===== src/rtl/lrc_pkg.sv =====
`default_nettype none

package lrc_pkg;

  // Built geometry of the store.
  localparam int unsigned DEPTH         = 8;
  localparam int unsigned KEY_BITS      = 32;

  // Widths fixed by the ports.
  localparam int unsigned IN_KEY_BITS   = 32;
  localparam int unsigned STAMP_BITS    = 32;
  localparam int unsigned CAP_BITS      = 4;
  localparam int unsigned SLOT_OUT_BITS = 3;
  localparam int unsigned CAP_RESET     = 8;

  // Derived widths.
  localparam int unsigned SLOT_BITS = (DEPTH > 1) ? $clog2(DEPTH) : 1;
  localparam int unsigned OCC_BITS  = $clog2(DEPTH + 1);
  localparam int unsigned CMP_BITS  = (CAP_BITS > OCC_BITS) ? CAP_BITS : OCC_BITS;

  typedef logic [KEY_BITS-1:0]   key_t;
  typedef logic [STAMP_BITS-1:0] stamp_t;
  typedef logic [SLOT_BITS-1:0]  slot_t;
  typedef logic [OCC_BITS-1:0]   occ_t;
  typedef logic [CAP_BITS-1:0]   cap_t;

  typedef enum logic [1:0] {
    OUT_HIT     = 2'd0,
    OUT_FILL    = 2'd1,
    OUT_REPLACE = 2'd2
  } outcome_e;

  typedef enum logic [1:0] {
    ST_IDLE,
    ST_SCAN,
    ST_TAIL,
    ST_DECIDE
  } state_e;

  // One word of the slot memory.
  typedef struct packed {
    key_t   key;
    stamp_t stamp;
  } entry_t;

  // Control from the sequencer to the scan unit.
  typedef struct packed {
    logic  clear;
    logic  dvalid;
    slot_t didx;
  } scan_ctl_t;

  // Running results of the scan unit.
  typedef struct packed {
    logic  hit;
    slot_t hit_slot;
    slot_t min_slot;
    key_t  min_key;
  } scan_res_t;

  // Capacity as used: zero counts as one, anything above the built depth saturates.
  function automatic occ_t eff_cap(cap_t cap);
    logic [CMP_BITS-1:0] c;
    c = CMP_BITS'(cap);
    if (c == '0) begin
      c = CMP_BITS'(1);
    end else if (c > CMP_BITS'(DEPTH)) begin
      c = CMP_BITS'(DEPTH);
    end
    return c[OCC_BITS-1:0];
  endfunction

  function automatic key_t in_to_key(logic [IN_KEY_BITS-1:0] k);
    logic [KEY_BITS+IN_KEY_BITS-1:0] w;
    w = {{KEY_BITS{1'b0}}, k};
    return w[KEY_BITS-1:0];
  endfunction

  function automatic logic [IN_KEY_BITS-1:0] key_to_out(key_t k);
    logic [KEY_BITS+IN_KEY_BITS-1:0] w;
    w = {{IN_KEY_BITS{1'b0}}, k};
    return w[IN_KEY_BITS-1:0];
  endfunction

  function automatic logic [SLOT_OUT_BITS-1:0] slot_to_out(slot_t s);
    logic [SLOT_BITS+SLOT_OUT_BITS-1:0] w;
    w = {{SLOT_OUT_BITS{1'b0}}, s};
    return w[SLOT_OUT_BITS-1:0];
  endfunction

endpackage

`default_nettype wire


===== src/rtl/lru_cache_lookup_replace.sv =====
`default_nettype none

// Fully associative cache of keys with least recently used replacement. Each
// item brings a key; the block reports a hit, a fill of the next free slot, or
// the replacement of the slot with the oldest last-use stamp (ties go to the
// lowest slot), together with the slot number and, on replacement, the key that
// was thrown out. Keys and stamps live in one synchronous memory that is read
// once per occupied slot. On an occupied store the block goes from the idle state
// to the scan state, which reads each occupied slot in turn, then to a tail state
// and a decide state, and loads the result as it leaves the decide state. On an
// empty store it goes from idle straight to decide. The decide state waits while
// a stalled result still sits in the output register. Reads go through the
// memory's single read port. One item is worked on at a time, but the next one is
// taken while a finished result still waits in the output register. The capacity
// register may be written only while the block is idle; zero is treated as one,
// and values above the built depth saturate. Lowering it below the current
// occupancy makes the store count as full without dropping any entry. Stamps
// come from a 32-bit access counter, and the replacement order holds only until
// that counter wraps. The memory needs no clearing after reset: only slots below
// the occupancy are ever read.
module lru_cache_lookup_replace (
  input  wire         clk_i,
  input  wire         rst_ni,
  // Item input
  input  wire         in_valid_i,
  output logic        in_stall_o,
  input  wire  [31:0] key_i,
  // Result output
  output logic        out_valid_o,
  input  wire         out_stall_i,
  output logic [1:0]  outcome_o,
  output logic [2:0]  slot_o,
  output logic [31:0] evicted_key_o,
  // Capacity register write
  input  wire         cfg_valid_i,
  output logic        cfg_ready_o,
  input  wire  [3:0]  cfg_data_i
);

  lrc_pkg::state_e state_q, state_d;

  lrc_pkg::key_t   key_q;
  lrc_pkg::occ_t   occ_q, occ_d;
  lrc_pkg::stamp_t cnt_q, cnt_d;
  lrc_pkg::cap_t   cap_q;
  lrc_pkg::slot_t  rd_idx_q, rd_idx_d;
  lrc_pkg::slot_t  ridx_q;
  logic            rvalid_q;

  logic            in_accept;
  logic            rd_en;
  logic            wr_en;
  logic            load_out;
  logic            last_read;
  logic            room;

  lrc_pkg::slot_t     wr_slot;
  lrc_pkg::entry_t    wr_entry;
  lrc_pkg::entry_t    rd_entry;
  lrc_pkg::scan_ctl_t scan_ctl;
  lrc_pkg::scan_res_t scan_res;
  lrc_pkg::outcome_e  outcome;
  lrc_pkg::key_t      evicted;

  logic                   out_valid_q;
  lrc_pkg::outcome_e      outcome_q;
  logic [2:0]             slot_q;
  logic [31:0]            evicted_q;

  assign cfg_ready_o = 1'b1;
  assign in_stall_o  = (state_q != lrc_pkg::ST_IDLE);
  assign in_accept   = in_valid_i && !in_stall_o;

  // The read address points at the last occupied slot.
  assign last_read = ((lrc_pkg::OCC_BITS'(rd_idx_q) + lrc_pkg::OCC_BITS'(1)) == occ_q);
  assign room      = (occ_q < lrc_pkg::eff_cap(cap_q));

  // Decision on the finished scan.
  always_comb begin
    if (scan_res.hit) begin
      outcome = lrc_pkg::OUT_HIT;
      wr_slot = scan_res.hit_slot;
      evicted = '0;
    end else if (room) begin
      outcome = lrc_pkg::OUT_FILL;
      wr_slot = occ_q[lrc_pkg::SLOT_BITS-1:0];
      evicted = '0;
    end else begin
      outcome = lrc_pkg::OUT_REPLACE;
      wr_slot = scan_res.min_slot;
      evicted = scan_res.min_key;
    end
  end

  assign wr_entry.key   = key_q;
  assign wr_entry.stamp = cnt_q;

  // Sequencer: next state and strobes. The scan unit sees read data in the cycle
  // after the read, tagged with the slot it came from.
  always_comb begin
    state_d  = state_q;
    rd_idx_d = rd_idx_q;
    rd_en    = 1'b0;
    wr_en    = 1'b0;
    load_out = 1'b0;
    scan_ctl.clear  = 1'b0;
    scan_ctl.dvalid = rvalid_q;
    scan_ctl.didx   = ridx_q;
    unique case (state_q)
      lrc_pkg::ST_IDLE: begin
        rd_idx_d = '0;
        if (in_valid_i) begin
          scan_ctl.clear = 1'b1;
          state_d = (occ_q == '0) ? lrc_pkg::ST_DECIDE : lrc_pkg::ST_SCAN;
        end
      end
      lrc_pkg::ST_SCAN: begin
        rd_en    = 1'b1;
        rd_idx_d = rd_idx_q + lrc_pkg::SLOT_BITS'(1);
        if (last_read) begin
          state_d = lrc_pkg::ST_TAIL;
        end
      end
      lrc_pkg::ST_TAIL: begin
        state_d = lrc_pkg::ST_DECIDE;
      end
      lrc_pkg::ST_DECIDE: begin
        if (!out_valid_q || !out_stall_i) begin
          wr_en    = 1'b1;
          load_out = 1'b1;
          state_d  = lrc_pkg::ST_IDLE;
        end
      end
      default: begin
        state_d = lrc_pkg::ST_IDLE;
      end
    endcase
  end

  // Bookkeeping that the write-back cycle updates.
  always_comb begin
    occ_d = occ_q;
    cnt_d = cnt_q;
    if (load_out) begin
      cnt_d = cnt_q + lrc_pkg::STAMP_BITS'(1);
      if (outcome == lrc_pkg::OUT_FILL) begin
        occ_d = occ_q + lrc_pkg::OCC_BITS'(1);
      end
    end
  end

  always_ff @(posedge clk_i or negedge rst_ni) begin
    if (!rst_ni) begin
      state_q     <= lrc_pkg::ST_IDLE;
      occ_q       <= '0;
      cnt_q       <= '0;
      cap_q       <= lrc_pkg::CAP_BITS'(lrc_pkg::CAP_RESET);
      rd_idx_q    <= '0;
      rvalid_q    <= 1'b0;
      out_valid_q <= 1'b0;
    end else begin
      state_q  <= state_d;
      occ_q    <= occ_d;
      cnt_q    <= cnt_d;
      rd_idx_q <= rd_idx_d;
      rvalid_q <= rd_en;
      if (cfg_valid_i && cfg_ready_o) begin
        cap_q <= cfg_data_i;
      end
      if (load_out) begin
        out_valid_q <= 1'b1;
      end else if (!out_stall_i) begin
        out_valid_q <= 1'b0;
      end
    end
  end

  // Payload registers.
  always_ff @(posedge clk_i) begin
    ridx_q <= rd_idx_q;
    if (in_accept) begin
      key_q <= lrc_pkg::in_to_key(key_i);
    end
    if (load_out) begin
      outcome_q <= outcome;
      slot_q    <= lrc_pkg::slot_to_out(wr_slot);
      evicted_q <= lrc_pkg::key_to_out(evicted);
    end
  end

  lrc_store u_store (
    .clk_i   (clk_i),
    .we_i    (wr_en),
    .waddr_i (wr_slot),
    .wdata_i (wr_entry),
    .re_i    (rd_en),
    .raddr_i (rd_idx_q),
    .rdata_o (rd_entry)
  );

  lrc_scan u_scan (
    .clk_i      (clk_i),
    .rst_ni     (rst_ni),
    .key_i      (key_q),
    .ctl_i      (scan_ctl),
    .rd_entry_i (rd_entry),
    .res_o      (scan_res)
  );

  assign out_valid_o   = out_valid_q;
  assign outcome_o     = outcome_q;
  assign slot_o        = slot_q;
  assign evicted_key_o = evicted_q;

endmodule

`default_nettype wire


===== src/rtl/lrc_store.sv =====
`default_nettype none

// Slot memory: one write port, one read port, registered read data.
module lrc_store (
  input  wire               clk_i,
  input  wire               we_i,
  input  lrc_pkg::slot_t    waddr_i,
  input  lrc_pkg::entry_t   wdata_i,
  input  wire               re_i,
  input  lrc_pkg::slot_t    raddr_i,
  output lrc_pkg::entry_t   rdata_o
);

  lrc_pkg::entry_t mem_q [lrc_pkg::DEPTH];
  lrc_pkg::entry_t rdata_q;

  always_ff @(posedge clk_i) begin
    if (we_i) begin
      mem_q[waddr_i] <= wdata_i;
    end
  end

  always_ff @(posedge clk_i) begin
    if (re_i) begin
      rdata_q <= mem_q[raddr_i];
    end
  end

  assign rdata_o = rdata_q;

endmodule

`default_nettype wire


===== src/rtl/lrc_scan.sv =====
`default_nettype none

// Walks the entries as they come out of the memory: first key match, and the
// oldest stamp with ties going to the lower slot.
module lrc_scan (
  input  wire                  clk_i,
  input  wire                  rst_ni,
  input  lrc_pkg::key_t        key_i,
  input  lrc_pkg::scan_ctl_t   ctl_i,
  input  lrc_pkg::entry_t      rd_entry_i,
  output lrc_pkg::scan_res_t   res_o
);

  logic             hit_q, hit_d;
  lrc_pkg::slot_t   hit_slot_q, hit_slot_d;
  lrc_pkg::slot_t   min_slot_q, min_slot_d;
  lrc_pkg::stamp_t  min_stamp_q, min_stamp_d;
  lrc_pkg::key_t    min_key_q, min_key_d;

  always_comb begin
    hit_d       = hit_q;
    hit_slot_d  = hit_slot_q;
    min_slot_d  = min_slot_q;
    min_stamp_d = min_stamp_q;
    min_key_d   = min_key_q;
    if (ctl_i.clear) begin
      hit_d = 1'b0;
    end else if (ctl_i.dvalid) begin
      if (!hit_q && (rd_entry_i.key == key_i)) begin
        hit_d      = 1'b1;
        hit_slot_d = ctl_i.didx;
      end
      if ((ctl_i.didx == '0) || (rd_entry_i.stamp < min_stamp_q)) begin
        min_slot_d  = ctl_i.didx;
        min_stamp_d = rd_entry_i.stamp;
        min_key_d   = rd_entry_i.key;
      end
    end
  end

  always_ff @(posedge clk_i or negedge rst_ni) begin
    if (!rst_ni) begin
      hit_q <= 1'b0;
    end else begin
      hit_q <= hit_d;
    end
  end

  always_ff @(posedge clk_i) begin
    hit_slot_q  <= hit_slot_d;
    min_slot_q  <= min_slot_d;
    min_stamp_q <= min_stamp_d;
    min_key_q   <= min_key_d;
  end

  assign res_o.hit      = hit_q;
  assign res_o.hit_slot = hit_slot_q;
  assign res_o.min_slot = min_slot_q;
  assign res_o.min_key  = min_key_q;

endmodule

`default_nettype wire


===== config.mk =====
export PLATFORM = sky130hd
export DESIGN_NAME = lru_cache_lookup_replace
export DESIGN_NICKNAME = d
export VERILOG_FILES = /design/src/rtl/lrc_pkg.sv /design/src/rtl/lru_cache_lookup_replace.sv /design/src/rtl/lrc_store.sv /design/src/rtl/lrc_scan.sv
export SDC_FILE = /design/constraint.sdc
export NUM_CORES = 1
export LEC_CHECK = 0
export ABC_AREA = 1
export BUFFER_PORTS_ARGS = -buffer_cell sky130_fd_sc_hd__buf_2
export CELL_PAD_IN_SITES_DETAIL_PLACEMENT = 1
export CELL_PAD_IN_SITES_GLOBAL_PLACEMENT = 2
export CORE_ASPECT_RATIO = 2
export CORE_UTILIZATION = 47
export CTS_CLUSTER_DIAMETER = 30
export DETAILED_ROUTE_END_ITERATION = 8
export HOLD_SLACK_MARGIN = 0.02
export PLACE_DENSITY = 0.84
export REMOVE_ABC_BUFFERS = 1
export SYNTH_ARGS = -nofsm -noshare
export SYNTH_HDL_FRONTEND = slang
export SYNTH_SLANG_ARGS = --single-unit

===== constraint.sdc =====
create_clock -name clk_i -period 9 [get_ports clk_i]
set_input_delay 0.9 -clock clk_i [delete_from_list [all_inputs] [get_ports clk_i]]
set_output_delay 0.9 -clock clk_i [all_outputs]
set_load 0.02 [all_outputs]

# Yosys cells after proc, flatten, opt, wreduce, memory -nomap -nowiden

Memory sizes are Yosys's and may differ from the RTL's. A register that Yosys moved wholly into a read port is not among the register bits.
Index checks and enable logic that the tools add are counted.

Flip-flop bits (word level): 190
RAM bits: 512
Input port bits: 41
Output and inout bits: 40
Logic and storage cells: 82
Memories: 1

Memory list:

| name          | words | bits a word | rd ports | clocked after Yosys merged registers in | wr ports | line            | RTL |
|---|---|---|---|---|---|---|---|
| u_store.mem_q | 8     | 64          | 1        | 1                                       | 1        | lrc_store.sv:14 | `lrc_pkg::entry_t mem_q [lrc_pkg::DEPTH];` |

$add $sub $neg: 4
Magnitude comparators: 3
Equality and inequality tests: 10
Muxes and demuxes: 24
Bitwise operators: 1
Reduce and logical (&&, ||, !) cells: 22

Operators with widths:

| kind                                                             | number |
|---|---|
| 32-bit by 1-bit adder with 32-bit output (second input constant) | 1 |
| 32-bit == test                                                   | 1 |
| 32-bit < comparator                                              | 1 |
| 1-bit 2-to-1 mux                                                 | 12 |
| 2-bit 2-to-1 mux                                                 | 6 |
| 3-bit AND reduction                                              | 3 |
| 4-bit logical NOT                                                | 2 |
| 4-bit 2-to-1 mux                                                 | 2 |
| 2-bit case mux with 4 select lines                               | 1 |
| 2-bit nonzero test                                               | 4 |
| 3-bit 2-to-1 mux                                                 | 2 |
| 2-bit != test (second input constant)                            | 3 |
| 3-bit case mux with 2 select lines                               | 1 |
| 3-bit by 1-bit adder with 4-bit output (second input constant)   | 1 |
| 4-bit by 1-bit adder with 4-bit output (second input constant)   | 1 |
| 2-bit by 1-bit == test with 1-bit output (second input constant) | 2 |
| 2-bit == test (second input constant)                            | 2 |
| 4-bit == test                                                    | 1 |
| 4-bit greater-than comparator (second input constant)            | 1 |
| 1-bit logical NOT                                                | 4 |
| 4-bit < comparator                                               | 1 |
| 2-bit AND reduction                                              | 2 |
| 3-bit by 1-bit adder with 3-bit output (second input constant)   | 1 |
| 3-bit logical NOT                                                | 1 |
| other kinds (6)                                                  | 8 |

# Logic depth before layout (Yosys ltp)

Depth after elaboration: 8
Mapped depth: 13

# Modules after synthesis

A second synthesis with hierarchy kept.

Cell total of the unflattened synthesis: 3158
Area total of the unflattened synthesis: 33275.7 um^2

Modules (own cells, without submodules):

| module                   | instances | cells an instance | area an instance (um^2) | seq. area each (um^2) |
|---|---|---|---|---|
| lrc_store                | 1         | 2294              | 24298.3                 | 17296.6 |
| lru_cache_lookup_replace | 1         | 514               | 5310.1                  | 3309.4 |
| lrc_scan                 | 1         | 350               | 3667.3                  | 2127.0 |

# Least setup slack after synthesis

No wires, ideal clock.

Kind: input -> register
From: in out_stall_i
To: mem u_store.mem_q[5][0] (netlist name) (enable)
Arrival time: 5621 ps
Path slack: 2893 ps
Stages on the path: 7
Buffers on the path: 2
Path through: nand2_1 > nand2_1 > buf_2 > inv_1 > clkbuf_1 > nand2_1 > nor2_1

Cells in the longest elaborated chain, start to end: 6

Ends and longest elaborated chain:

| item                                   | line                            | RTL |
|---|---|---|
| start: declaration                     | lru_cache_lookup_replace.sv:30  | `input wire out_stall_i,` |
| 1-bit logical NOT                      | -                               |  |
| 1-bit logical OR                       | lru_cache_lookup_replace.sv:128 | `if (!out_valid_q \|\| !out_stall_i) begin` |
| 1-bit 2-to-1 mux (2 in series)         | -                               |  |
| net load_out                           | lru_cache_lookup_replace.sv:53  | `logic load_out;` |
| 1-bit 2-to-1 mux                       | lrc_store.sv:18                 | `if (we_i) begin` |
| 1-bit 2-to-1 mux (implied by the code) | lrc_store.sv:19                 | `mem_q[waddr_i] <= wdata_i;` |
| end: declaration                       | lrc_store.sv:14                 |  |

The timed path passes the listed nets, and every way through them passes these cells.

# Final worst setup path

From: reg state_q[0]
To: mem u_store.mem_q[0][51] (netlist name) (enable)

Cells in the longest elaborated chain, start to end: 4

Ends and longest elaborated chain:

| item                                   | line                            | RTL |
|---|---|---|
| start: declaration                     | lru_cache_lookup_replace.sv:40  | `lrc_pkg::state_e state_q, state_d;` |
| start signal: assignment               | lru_cache_lookup_replace.sv:154 | `state_q <= lrc_pkg::ST_IDLE;` |
| start signal: assignment               | lru_cache_lookup_replace.sv:162 | `state_q <= state_d;` |
| 2-bit == test                          | lru_cache_lookup_replace.sv:109 | `unique case (state_q)` |
| 1-bit 2-to-1 mux                       | lru_cache_lookup_replace.sv:109 |  |
| 1-bit 2-to-1 mux                       | lrc_store.sv:18                 |  |
| 1-bit 2-to-1 mux (implied by the code) | lrc_store.sv:19                 |  |

No other way between the ends.

==> metrics.csv <==
stage,metric,value,unit
global_route,gr busiest metal,met2,
die,Die Area,65700,µm²
drt,initial drt markers,1136,
synth,Async SR Flop Fraction,6.27,%
cts,hold-fix buffers at CTS,0,
sta,final hold vios,0,
global_route,met2 global-route usage,49.2,%
worst_setup_path,RR Startpoint,state_q[0],
worst_setup_path,Reg-to-Reg End,u_store.mem_q[0][51],
cts,root buffer cell,clkbuf_16,
synth,Most used DFF post-synth,edfxtp_1,
global_route,global-route wire length before repair,124000,µm
global_route,largest net degree at the start of global routing,159,
power,total chip power,11.9,mW
global_route,total gr overflow,0,
die,core area,63800,µm²
global_route,vias in the first global route,21000,
worst_setup_path,critical setup path kind,flop to flop,
die,Initial Utilization,47.6,%
sta,Sum Neg Setup Slack,0,ns
worst_setup_path,worst r2r path cells,7,
power,Leak Pwr,12.6,nW
worst_setup_path,CP endpoint,u_store.mem_q[0][51],
status,status,"complete, no violations",
synth,Synth Cell Area,30400,µm²
synth,count of cell types in the netlist,42,
worst_setup_path,WP data required,9.29,ns
drt,vias per inst,5.69,
worst_setup_path,worst reg2reg setup slack,4.42,ns
layout,synthesis-to-layout area growth,14.8,%
cts,Bufs on Longest Clock Path,3,
die,width of the die,182,µm
synth,Yosys top cell area share,70.7,%
global_route,GRT Total Usage,25.4,%
synth,Synth warnings,0,
sta,Worst Skew,0.0278,ns
synth,Seq cells post-synth,766,
placement,dpl cell area,31600,µm²
worst_setup_path,Critical Path Start Type,flop,
global_route,met3 GRT Util,4.10,%
worst_setup_path,"Max FO, Critical Path",43,
drt,DRT Pass-1 Iters,5,
cts,clock sink count,766,
cts,clock tree from TritonCTS,done,
synth,leading area contributor after synthesis,edfxtp_1,
drt,drt wl/cell,24.7,µm
die,# rows,131,
drt,routed vias,18900,
sta,Worst-Margin Slew,1.12,ns
sta,endpoints failing setup,0,
layout,layout cell share with drive strength beyond 1,12.7,%
sta,Slew Limit Headroom,25.5,%
drt,drt total wl,82000,µm
synth,ranking of synthesized cells by area,"edfxtp_1, nor2_1, o21ai_0, dfrtp_1, nand2_1",
layout,Final nets,2532,
worst_hold_path,Min-Delay Path Class,input pin to async pin,
global_route,M1 GR Usage,25.8,%
sta,maximum clock frequency,0.218,GHz
placement,number of port buffers,79,
sta,final hold slack,0.354,ns
synth,Post-synth EDFFs,715,
cts,H-Tree Depth,3,
die,die height,361,µm
layout,final instance area,34800,µm²
global_route,initial antenna violation count,1,
sta,RSZ-0062 raised after global routing,no,
placement,post-detail-place hpwl,48600,µm
synth,top post-synthesis cells by count,"edfxtp_1, nor2_1, o21ai_0",
sta,clock period minus worst slack,4.58,ns
sta,"Period Utilization, post-route",50.9,%
synth,sequential area share after synthesis,74.9,%
sta,final-report max-slew violation count,0,
worst_setup_path,CP endpoint kind,flop,
power,worst ir drop on vdd,0.179,mV
run,MaxCap Viol Count,0,
drt,DRC viols,0,
cts,TritonCTS buffer count,97,
placement,routability cong.,0.957,
worst_setup_path,Crit path arrival time,4.87,ns
die,num ports,81,
drt,post-route ant nets,0,
worst_setup_path,critical path startpoint,state_q[0],
synth,most numerous cell in the Yosys netlist,edfxtp_1,
cts,post-CTS resize count,0,
cts,"CTS clk-pin slew, worst paths",0.06,ns
power,Power Dens Cells,342,nW/µm²
cts,worst skew pair latency,0.66,ns
cts,Setup Buffers After CTS,0,
synth,Synth Instances,2352,
synth,Mean Syn Cell Area,12.9,µm²
## through the flow
| stage | utilization (%) | setup WS [ns] | instances |
|---|---|---|---|
| finish | 54.6 | 4.42 | 3327 |
| global route | 54.6 | 4.20 | 3327 |
| CTS | 54.6 | 4.31 | 3326 |
| detailed placement | 49.5 | 3.84 | 3147 |
| global placement | 49.5 | 4.05 | 3147 |
| floorplan | - | 0.777 | 2247 |
## cell usage in the layout, fill, tap and decap left out, types with 7 or more instances in the layout
| cell type | instances |
|---|---|
| edfxtp_1 | 715 |
| nor2_1 | 525 |
| o21ai_0 | 274 |
| nand2_1 | 157 |
| inv_1 | 148 |
| clkbuf_16 | 101 |
| buf_2 | 79 |
| o22ai_1 | 68 |
| a31oi_1 | 65 |
| dfrtp_1 | 45 |
| ha_1 | 42 |
| nand3_1 | 29 |
| xor2_1 | 29 |
| nor3_1 | 27 |
| buf_4 | 23 |
| nand4_1 | 21 |
| a21oi_1 | 16 |
| inv_6 | 14 |
| inv_8 | 14 |
| clkinv_4 | 14 |
| nor2_4 | 12 |
| xnor2_1 | 12 |
| clkinvlp_4 | 11 |
| or2_2 | 10 |
| nor4_1 | 8 |
| clkinv_1 | 7 |
## final cells by class
| type | count | area, µm² |
|---|---|---|
| diodes | 1 | 2.50 |
| inverters | 156 | 598 |
| clock buffers | 110 | 2590 |
| well taps | 798 | 998 |
| multi-input cells | 1325 | 6670 |
| repair buffers | 102 | 568 |
| flip-flops and latches | 766 | 22700 |
| fillers | 6271 | 28900 |
| clock inverters | 69 | 674 |
## routing by layer
metal / vias up / wire length (µm) / part of all wire, %
met5: - / 0 / 0
met4: 0 / 3960 / 4.8
met3: 207 / 2990 / 3.6
met2: 439 / 46200 / 56
li1: 8561 / - / -
met1: 9720 / 28900 / 35
## cell families (layout without fill, tap and decap cells)
group	count (synthesis)	in the layout	share of synthesized area (%)
other	1	2	0.0124
flip-flops	766	766	74.9
XOR/XNOR	41	41	1.18
multiplexers	2	2	0.0742
AO/OA/AOI/OAI	426	426	7.57
buffers and inverters	261	437	3.42
adder cells (fa/ha/maj)	43	43	1.77
AND/OR/NAND/NOR	812	812	11.1
## flip-flops by register name, summed over array words and instances (netlist names), 3 cells and up
| register | count |
|---|---|
| ridx_q | 3 |
| occ_q | 4 |
| slot_o | 3 |
| u_scan.min_stamp_q | 32 |
| cap_q | 4 |
| evicted_key_o | 32 |
| key_q | 32 |
| rd_idx_q | 3 |
| u_scan.min_key_q | 32 |
| u_store.rdata_o | 64 |
| u_scan.min_slot_q | 3 |
| u_scan.hit_slot_q | 3 |
| cnt_q | 32 |
| u_store.mem_q | 512 |
## report_power, final
group | switching (mW) | internal [mW]
Combinational | 2.08 | 0.750
Clock | 1.64 | 2.23
Sequential | 0.427 | 4.79
## critical path: stages (launching register included)
cell     delay [ns]
dfrtp_1        0.42
ha_1           0.21
nand2_1        0.39
inv_2          0.36
buf_4          0.55
nand4_1        0.51
nor2_4         0.94
buf_4          0.76
## worst min-delay path by stage
stage	depth (start not counted)	startpoint	slack, ns	end
6_report	2	rst_ni	0.35	u_scan.hit_q
5_1_grt	2	rst_ni	0.40	u_scan.hit_q
4_1_cts	2	rst_ni	0.36	u_scan.hit_q
3_5_place_dp	0	u_store.rdata_o[0]	0.44	u_scan.min_stamp_q[0]
3_3_place_gp	0	u_store.rdata_o[41]	0.43	u_scan.min_key_q[9]
2_1_floorplan	0	rd_idx_q[2]	0.41	ridx_q[2]
No activity file was read; power rests on OpenSTA's default activity.
